## config.mk

```make
export PLATFORM = sky130hd
export DESIGN_NAME = region_address_translator_top
export DESIGN_NICKNAME = d
export VERILOG_FILES = /design/src/sv/rat_pkg.sv /design/src/sv/rat_cell.sv /design/src/sv/region_address_translator_top.sv
export SDC_FILE = /design/constraint.sdc
export NUM_CORES = 2
export LEC_CHECK = 0
export BUFFER_PORTS_ARGS = -buffer_cell sky130_fd_sc_hd__buf_2
export CAP_MARGIN = 20
export CORE_MARGIN = 1.5
export CORE_UTILIZATION = 60
export DETAILED_ROUTE_END_ITERATION = 10
export PLACE_DENSITY = 0.81
export SLEW_MARGIN = 20
export SYNTH_ARGS = -nofsm -noshare
export SYNTH_HDL_FRONTEND = slang
export SYNTH_SLANG_ARGS = --single-unit
```

## constraint.sdc

```tcl
create_clock -name clk -period 15.8 [get_ports clk]
set_clock_uncertainty 0.1 [all_clocks]
set_input_delay 4.74 -clock clk [delete_from_list [all_inputs] [get_ports clk]]
set_output_delay 4.74 -clock clk [all_outputs]
set_load 0.05 [all_outputs]
```

## src/sv/rat_pkg.sv

```systemverilog
// shared types, codes and defaults for the region address translator
package rat_pkg;

	localparam int MAX_REGIONS_DEF = 16;
	localparam int ADDR_WIDTH_DEF  = 32;
	localparam int FIELD_W         = 32;

	localparam logic [1:0] OP_ADD   = 2'd0;
	localparam logic [1:0] OP_P2V   = 2'd1;
	localparam logic [1:0] OP_V2P   = 2'd2;
	localparam logic [1:0] OP_CLEAR = 2'd3;

	localparam logic [1:0] ST_OK   = 2'd0;
	localparam logic [1:0] ST_ZERO = 2'd1;
	localparam logic [1:0] ST_FULL = 2'd2;

	typedef struct packed {
		logic       vld;
		logic [1:0] op;
		logic [1:0] status;
		logic       done;
	} tok_ctrl_t;

endpackage

```

## src/sv/rat_cell.sv

```systemverilog
// one table slot of the region chain, passing the item token to the next slot
module rat_cell #(
	parameter int ADDR_WIDTH = rat_pkg::ADDR_WIDTH_DEF
) (
	input  logic                     clk,
	input  logic                     arst_n,
	input  rat_pkg::tok_ctrl_t       in_ctrl,
	input  logic [ADDR_WIDTH-1:0]    in_a,
	input  logic [ADDR_WIDTH-1:0]    in_b,
	input  logic [rat_pkg::FIELD_W-1:0] in_len,
	output rat_pkg::tok_ctrl_t       out_ctrl,
	output logic [ADDR_WIDTH-1:0]    out_a,
	output logic [ADDR_WIDTH-1:0]    out_b,
	output logic [rat_pkg::FIELD_W-1:0] out_len
);
	import rat_pkg::*;

	localparam int LW = (ADDR_WIDTH > FIELD_W) ? ADDR_WIDTH : FIELD_W;

	logic                  valid_q;
	logic [ADDR_WIDTH-1:0] vb_q;
	logic [ADDR_WIDTH-1:0] pb_q;
	logic [FIELD_W-1:0]    ln_q;

	tok_ctrl_t             ctrl_q;
	logic [ADDR_WIDTH-1:0] a_q;
	logic [ADDR_WIDTH-1:0] b_q;
	logic [FIELD_W-1:0]    len_q;

	logic [ADDR_WIDTH-1:0] src;
	logic [ADDR_WIDTH-1:0] dst;
	logic [ADDR_WIDTH:0]   diff_full;
	logic                  match;
	logic                  is_query;
	logic                  take_add;
	logic                  take_hit;
	tok_ctrl_t             ctrl_nxt;

	always_comb begin
		is_query  = (in_ctrl.op == OP_P2V) || (in_ctrl.op == OP_V2P);
		src       = (in_ctrl.op == OP_V2P) ? vb_q : pb_q;
		dst       = (in_ctrl.op == OP_V2P) ? pb_q : vb_q;
		diff_full = {1'b0, in_a} - {1'b0, src};
		// no borrow means addr >= base; window end compared at full precision
		match     = !diff_full[ADDR_WIDTH] &&
			(LW'(diff_full[ADDR_WIDTH-1:0]) < LW'(ln_q));
		take_add  = in_ctrl.vld && !in_ctrl.done && (in_ctrl.op == OP_ADD) && !valid_q;
		take_hit  = in_ctrl.vld && !in_ctrl.done && is_query && valid_q && match;
		ctrl_nxt      = in_ctrl;
		ctrl_nxt.done = in_ctrl.done || take_add || take_hit;
	end

	always_ff @(posedge clk or negedge arst_n) begin
		if (!arst_n) begin
			valid_q <= 1'b0;
		end else if (in_ctrl.vld && (in_ctrl.op == OP_CLEAR)) begin
			valid_q <= 1'b0;
		end else if (take_add) begin
			valid_q <= 1'b1;
		end
	end

	always_ff @(posedge clk) begin
		if (take_add) begin
			vb_q <= in_a;
			pb_q <= in_b;
			ln_q <= in_len;
		end
	end

	always_ff @(posedge clk or negedge arst_n) begin
		if (!arst_n) begin
			ctrl_q <= '0;
		end else begin
			ctrl_q <= ctrl_nxt;
		end
	end

	// on a hit the token carries offset and destination base onward
	always_ff @(posedge clk) begin
		a_q   <= take_hit ? diff_full[ADDR_WIDTH-1:0] : in_a;
		b_q   <= take_hit ? dst : in_b;
		len_q <= in_len;
	end

	assign out_ctrl = ctrl_q;
	assign out_a    = a_q;
	assign out_b    = b_q;
	assign out_len  = len_q;

endmodule

```

## src/sv/region_address_translator_top.sv

```systemverilog
// region address translator: chain of table slots searched in insertion order
//
// channel   direction  handshake                 payload
// command   in         start && !busy            operation, virt_addr, phys_addr, region_size
// result    out        done (one-cycle strobe)   result_addr, hit, status
//
// one item enters per cycle; busy stays low, the slot chain is fully pipelined
// each result passes the input register, every slot register of the chain and the output register
// the token walks the chain slot by slot, so latency is set by the chain length
// reset empties the table at once through per-slot valid bits; no clearing pass
// results are strobed for one cycle and cannot be stalled by the receiver
module region_address_translator_top #(
	parameter int MAX_REGIONS = rat_pkg::MAX_REGIONS_DEF,
	parameter int ADDR_WIDTH  = rat_pkg::ADDR_WIDTH_DEF
) (
	input  logic                        clk,
	input  logic                        arst_n,
	input  logic                        start,
	output logic                        busy,
	input  logic [1:0]                  operation,
	input  logic [rat_pkg::FIELD_W-1:0] virt_addr,
	input  logic [rat_pkg::FIELD_W-1:0] phys_addr,
	input  logic [rat_pkg::FIELD_W-1:0] region_size,
	output logic                        done,
	output logic [rat_pkg::FIELD_W-1:0] result_addr,
	output logic                        hit,
	output logic [1:0]                  status
);
	import rat_pkg::*;

	localparam int LW = (ADDR_WIDTH > FIELD_W) ? ADDR_WIDTH : FIELD_W;
	localparam int CW = $clog2(MAX_REGIONS + 1);

	logic [CW-1:0] count_q;
	logic          accept;
	logic          zero_sz;
	logic          full;
	logic [LW-1:0] va_ext;
	logic [LW-1:0] pa_ext;

	tok_ctrl_t             ctrl_nxt;
	tok_ctrl_t             ctrl_s1;
	logic [ADDR_WIDTH-1:0] a_s1;
	logic [ADDR_WIDTH-1:0] b_s1;
	logic [FIELD_W-1:0]    len_s1;

	tok_ctrl_t             chain_ctrl [MAX_REGIONS+1];
	logic [ADDR_WIDTH-1:0] chain_a    [MAX_REGIONS+1];
	logic [ADDR_WIDTH-1:0] chain_b    [MAX_REGIONS+1];
	logic [FIELD_W-1:0]    chain_len  [MAX_REGIONS+1];

	tok_ctrl_t             last_ctrl;
	logic [ADDR_WIDTH-1:0] last_sum;
	logic [LW-1:0]         res_ext;
	logic [FIELD_W-1:0]    res_nxt;
	logic                  hit_nxt;

	logic               done_q;
	logic [FIELD_W-1:0] res_q;
	logic               hit_q;
	logic [1:0]         status_q;

	assign busy    = 1'b0;
	assign accept  = start && !busy;
	assign zero_sz = (region_size == '0);
	assign full    = (count_q == CW'(MAX_REGIONS));
	assign va_ext  = LW'(virt_addr);
	assign pa_ext  = LW'(phys_addr);

	// count tracks the first free slot; adds land there in order
	always_ff @(posedge clk or negedge arst_n) begin
		if (!arst_n) begin
			count_q <= '0;
		end else if (accept) begin
			if (operation == OP_CLEAR) begin
				count_q <= '0;
			end else if ((operation == OP_ADD) && !zero_sz && !full) begin
				count_q <= count_q + 1'b1;
			end
		end
	end

	always_comb begin
		ctrl_nxt.vld    = accept;
		ctrl_nxt.op     = operation;
		ctrl_nxt.status = ST_OK;
		ctrl_nxt.done   = 1'b0;
		if (operation == OP_ADD) begin
			// rejected adds travel already done so no slot takes them
			if (zero_sz) begin
				ctrl_nxt.status = ST_ZERO;
				ctrl_nxt.done   = 1'b1;
			end else if (full) begin
				ctrl_nxt.status = ST_FULL;
				ctrl_nxt.done   = 1'b1;
			end
		end
	end

	always_ff @(posedge clk or negedge arst_n) begin
		if (!arst_n) begin
			ctrl_s1 <= '0;
		end else begin
			ctrl_s1 <= ctrl_nxt;
		end
	end

	always_ff @(posedge clk) begin
		a_s1   <= (operation == OP_P2V) ? pa_ext[ADDR_WIDTH-1:0] : va_ext[ADDR_WIDTH-1:0];
		b_s1   <= pa_ext[ADDR_WIDTH-1:0];
		len_s1 <= region_size;
	end

	assign chain_ctrl[0] = ctrl_s1;
	assign chain_a[0]    = a_s1;
	assign chain_b[0]    = b_s1;
	assign chain_len[0]  = len_s1;

	for (genvar i = 0; i < MAX_REGIONS; i++) begin : g_cell
		rat_cell #(
			.ADDR_WIDTH(ADDR_WIDTH)
		) u_cell (
			.clk     (clk),
			.arst_n  (arst_n),
			.in_ctrl (chain_ctrl[i]),
			.in_a    (chain_a[i]),
			.in_b    (chain_b[i]),
			.in_len  (chain_len[i]),
			.out_ctrl(chain_ctrl[i+1]),
			.out_a   (chain_a[i+1]),
			.out_b   (chain_b[i+1]),
			.out_len (chain_len[i+1])
		);
	end

	assign last_ctrl = chain_ctrl[MAX_REGIONS];
	assign last_sum  = chain_b[MAX_REGIONS] + chain_a[MAX_REGIONS];
	assign res_ext   = LW'(last_sum);

	always_comb begin
		res_nxt = '0;
		hit_nxt = 1'b0;
		if ((last_ctrl.op == OP_P2V) || (last_ctrl.op == OP_V2P)) begin
			if (last_ctrl.done) begin
				res_nxt = res_ext[FIELD_W-1:0];
				hit_nxt = 1'b1;
			end else begin
				res_nxt = FIELD_W'(LW'(chain_a[MAX_REGIONS]));
			end
		end
	end

	always_ff @(posedge clk or negedge arst_n) begin
		if (!arst_n) begin
			done_q <= 1'b0;
		end else begin
			done_q <= last_ctrl.vld;
		end
	end

	always_ff @(posedge clk) begin
		res_q    <= res_nxt;
		hit_q    <= hit_nxt;
		status_q <= last_ctrl.status;
	end

	assign done        = done_q;
	assign result_addr = res_q;
	assign hit         = done_q && hit_q;
	assign status      = status_q;

`ifndef SYNTHESIS
	a_count_range: assert property (@(posedge clk) disable iff (!arst_n)
		count_q <= CW'(MAX_REGIONS))
		else $error("region count beyond table size");

	a_hit_ok: assert property (@(posedge clk) disable iff (!arst_n)
		hit |-> (status == ST_OK))
		else $error("hit reported with non-ok status");

	a_status_code: assert property (@(posedge clk) disable iff (!arst_n)
		done |-> (status == ST_OK || status == ST_ZERO || status == ST_FULL))
		else $error("undefined status code");

	a_clear_empties: assert property (@(posedge clk) disable iff (!arst_n)
		(accept && operation == OP_CLEAR) |=> (count_q == '0))
		else $error("clear did not empty the table");
`endif

endmodule
```

==> results_dict.tcl <==
set metrics [dict create \
    ant_nets 0 \
    rsz0062_at_grt "false" \
    cts_tree "built" \
    period_share_pct 54.2 \
    drv_cap 0 \
    final_cells 15200 \
    slew_viol_final 0 \
    cts_resized 0 \
    layout-drive-gt1-share_pct 16.4 \
    power_frac_clock_pct 31.1 \
    io_buffers 136 \
    slew-limit-headroom_pct 23.6 \
    irDropWorstVdd_mv 0.108 \
    synth-edff-count 1536 \
    hold_depth 0 \
    drt_pass1_iterations 6 \
    wl_met3_mm 13.8 \
    final_area_um2 161000 \
    internal-power_mw 17.7 \
    grt_antenna_before_repair 4 \
    grt_pass1_wl_mm 520 \
    status "finished clean" \
    dpl.cell_count 14600 \
    ys_types 87 \
    timing.rr.start "g_cell[13].u_cell.out_ctrl[3]" \
    cts_buffers 346 \
    drt_iter0_drc 6007 \
    worstPathCellList "inv_1 -> ha_2 -> buf_4 -> buf_4 -> mux2i_1 -> ha_1 -> nor2b_1 -> o31a_1 -> o41ai_1 -> or3_1 -> o221ai_1 -> o211ai_1 -> nand2b_1 -> a21oi_1 -> xnor2_1 -> ha_1 -> a21o_1 -> a21o_1 -> a21oi_1 -> nor2_1 -> a2111oi_0 -> and3_2 -> buf_4 -> mux2_2" \
    crit_top_cell "buf_4" \
    period_needed_ns 8.57 \
    yosys.area.top_type "edfxtp_1" \
    dpl.hpwl_mm 250 \
    critPathMaxFanout 50 \
    synth_top_cell_area_share_pct 31.7 \
    fmax_ghz 0.117 \
    setup_violations 0 \
    seqPwrFrac_pct 41.8 \
    synth_area_per_cell_um2 12.7 \
    grt_pass1_vias 91900 \
    top_layer "met4" \
    synth_nets 12700 \
    gr-total-overflow 0 \
    worstSetupEndpoint "g_cell[14].u_cell.out_a[11]" \
    die-area_um2 246000 \
    power.net_switching_mw 8.17 \
    core_um2 241000 \
    r2r.worst_path.cells 24 \
    syn_area_um2 146000 \
    start_util_pct 60.4 \
    cts.htree.levels 5 \
    rr_endpoint "g_cell[14].u_cell.out_a[11]" \
    wl_met1_mm 139 \
    p_leak_nw 65.7 \
    arrival_ns 9.31 \
    yosysSeqAreaShare_pct 56.3 \
    postSynthCellCount 11500 \
    routedWlPerCell_um 21.9 \
    yosys_most_used_dff "dfxtp_1" \
    area.growth.synth_to_final_pct 10.7 \
    ctsRootBufferMaster "clkbuf_16" \
    postPlaceCellArea_um2 150000 \
    post-cts-setup-buffers 0 \
    cts_buffer_depth 4 \
    holdWs_ns 0.206 \
    die_w_um 496 \
    pin_count 138 \
    power_density_nw_per_um2 160 \
    regToRegSetupSlack_ns 7.23 \
    synthTopCellsByArea "edfxtp_1 32%, dfxtp_1 22%, ha_1 9.4%" \
    worst-setup-path-type "reg2reg" \
    path_clk_slew_ns 0.06 \
    synth-seq-cells 3295 \
    via_count 89100 \
    yosys_warnings 0 \
    place_congestion 0.923 \
    grt_usage_pct 27.0 \
    cpMaxStageDelayCell "o41ai_1" \
    drc 0 \
    required_ns 16.53 \
    worst_setup_path_start_kind "flop" \
    cts_sinks 3295 \
    synthArstFlopShare_pct 3.76 \
    worst_skew_pair.late_latency_ns 0.99 \
    hold_viol 0 \
    row_count 180 \
    grt_max_degree 99 \
    final_cell_mix "1,635 x dfxtp_1, 1,536 x edfxtp_1, 1,134 x mux2_2" \
    cpPeakStageDelay_ns 0.96 \
    critPathCaptureType "flop" \
    pwr-share-comb_pct 27.1 \
    critical_path.startpoint "g_cell[13].u_cell.out_ctrl[3]" \
    routed_via_density 5.85 \
    die_height_um 496 \
    dr_wl_met2_mm 164 \
    worstHoldPathType "reg2reg" \
    worst_pin_slew_ns 1.13 \
    hold_buffers 0 \
    nets 13000 \
    wl_mm 334 \
    final_common_cell "dfxtp_1" \
    timing.setup.tns_ns 0 \
    switching_share_pct 31.6 \
    power_mw 25.8 \
]
[layout make-up]
cell class,count,area (µm²)
antenna,3,7.51
timing repair buffer,212,1250
clock buffer,462,9660
sequential,3295,82000
inverter,693,2600
clock inverter,161,1630
tap,3185,3990
fill,17100,79800
multi-input combinational,7207,60100
[synth_stat cells (124+ instances only)]
cell type  count
a21o_1       416
nand2_1      425
ha_1        1089
xnor2_1      306
dfxtp_1     1635
nand4_1      136
a21oi_1      698
mux2i_1      722
dfrtp_1      124
clkbuf_1     173
edfxtp_1    1536
o21ai_0      413
nor2_1       429
mux2_2      1134
inv_1        693
xor2_1       159
[critical path: cells and delay by family, from the launching register on]
family,cells,cell delay [ns]
AO/OA/AOI/OAI,9,3.33
XOR/XNOR,1,0.17
adder cells (fa/ha/maj),3,0.73
buffers and inverters,4,1.67
flip-flops,1,0.41
multiplexers,2,0.75
AND/OR/NAND/NOR,5,1.09
[metrics by stage]
step	worst slack (ns)	utilization (%)
after floorplan	9.45	-
after global placement	6.73	62.2
after detailed placement	7.46	62.2
after CTS	7.43	66.9
after global routing	6.82	66.9
final	7.23	66.9
[layer usage]
metal	vias up	GRT usage, %
li1	42800	-
met1	43400	33.6
met2	2209	46.8
met3	724	3.53
met4	0	12.6
met5	-	0
[registers in the layout, summed over array words and instances, names as in the netlist, 5 cells and up]
signal / flops
b_s1: 32
g_cell.u_cell.ln_q: 512
result_addr: 32
g_cell.u_cell.out_b: 512
g_cell.u_cell.valid_q: 16
count_q: 5
g_cell.u_cell.vb_q: 512
g_cell.u_cell.out_len: 480
a_s1: 32
chain_ctrl: 6
len_s1: 32
g_cell.u_cell.out_a: 512
g_cell.u_cell.pb_q: 512
g_cell.u_cell.out_ctrl: 96
[cell families after synthesis]
group                      after synthesis  synth area share (%)
adders and majority gates             1106                  9.59
other                                    1               0.00257
muxes                                 1905                  14.1
xor gates and xnor gates               465                  2.80
buffers and inverters                 1003                  2.71
DFF                                   3295                  56.3
and+or+nand+nor                       1564                  5.15
AOI/OAI and AO/OA                     2166                  9.38
[power by group through the flow]
| stage | Combinational, mW | Sequential [mW] | Clock, mW |
|---|---|---|---|
| after floorplan | 4.98 | 10.7 | 0 |
| after global placement | 6.65 | 11.0 | 0 |
| after detailed placement | 6.86 | 11.0 | 0 |
| after CTS | 6.95 | 10.8 | 8.16 |
| after global routing | 7.74 | 10.9 | 8.51 |
| final | 7.00 | 10.8 | 8.03 |
[worst min path at each step]
stage                                  startpoint                           to
global route          g_cell[6].u_cell.out_len[7]  g_cell[7].u_cell.out_len[7]
detailed placement  g_cell[15].u_cell.out_ctrl[1]                    status[0]
CTS                   g_cell[6].u_cell.out_len[7]  g_cell[7].u_cell.out_len[7]
global placement    g_cell[15].u_cell.out_ctrl[1]                    status[0]
floorplan           g_cell[15].u_cell.out_ctrl[1]                    status[0]
finish                g_cell[6].u_cell.out_len[7]  g_cell[7].u_cell.out_len[7]
Power figures use the tool's default switching activity.
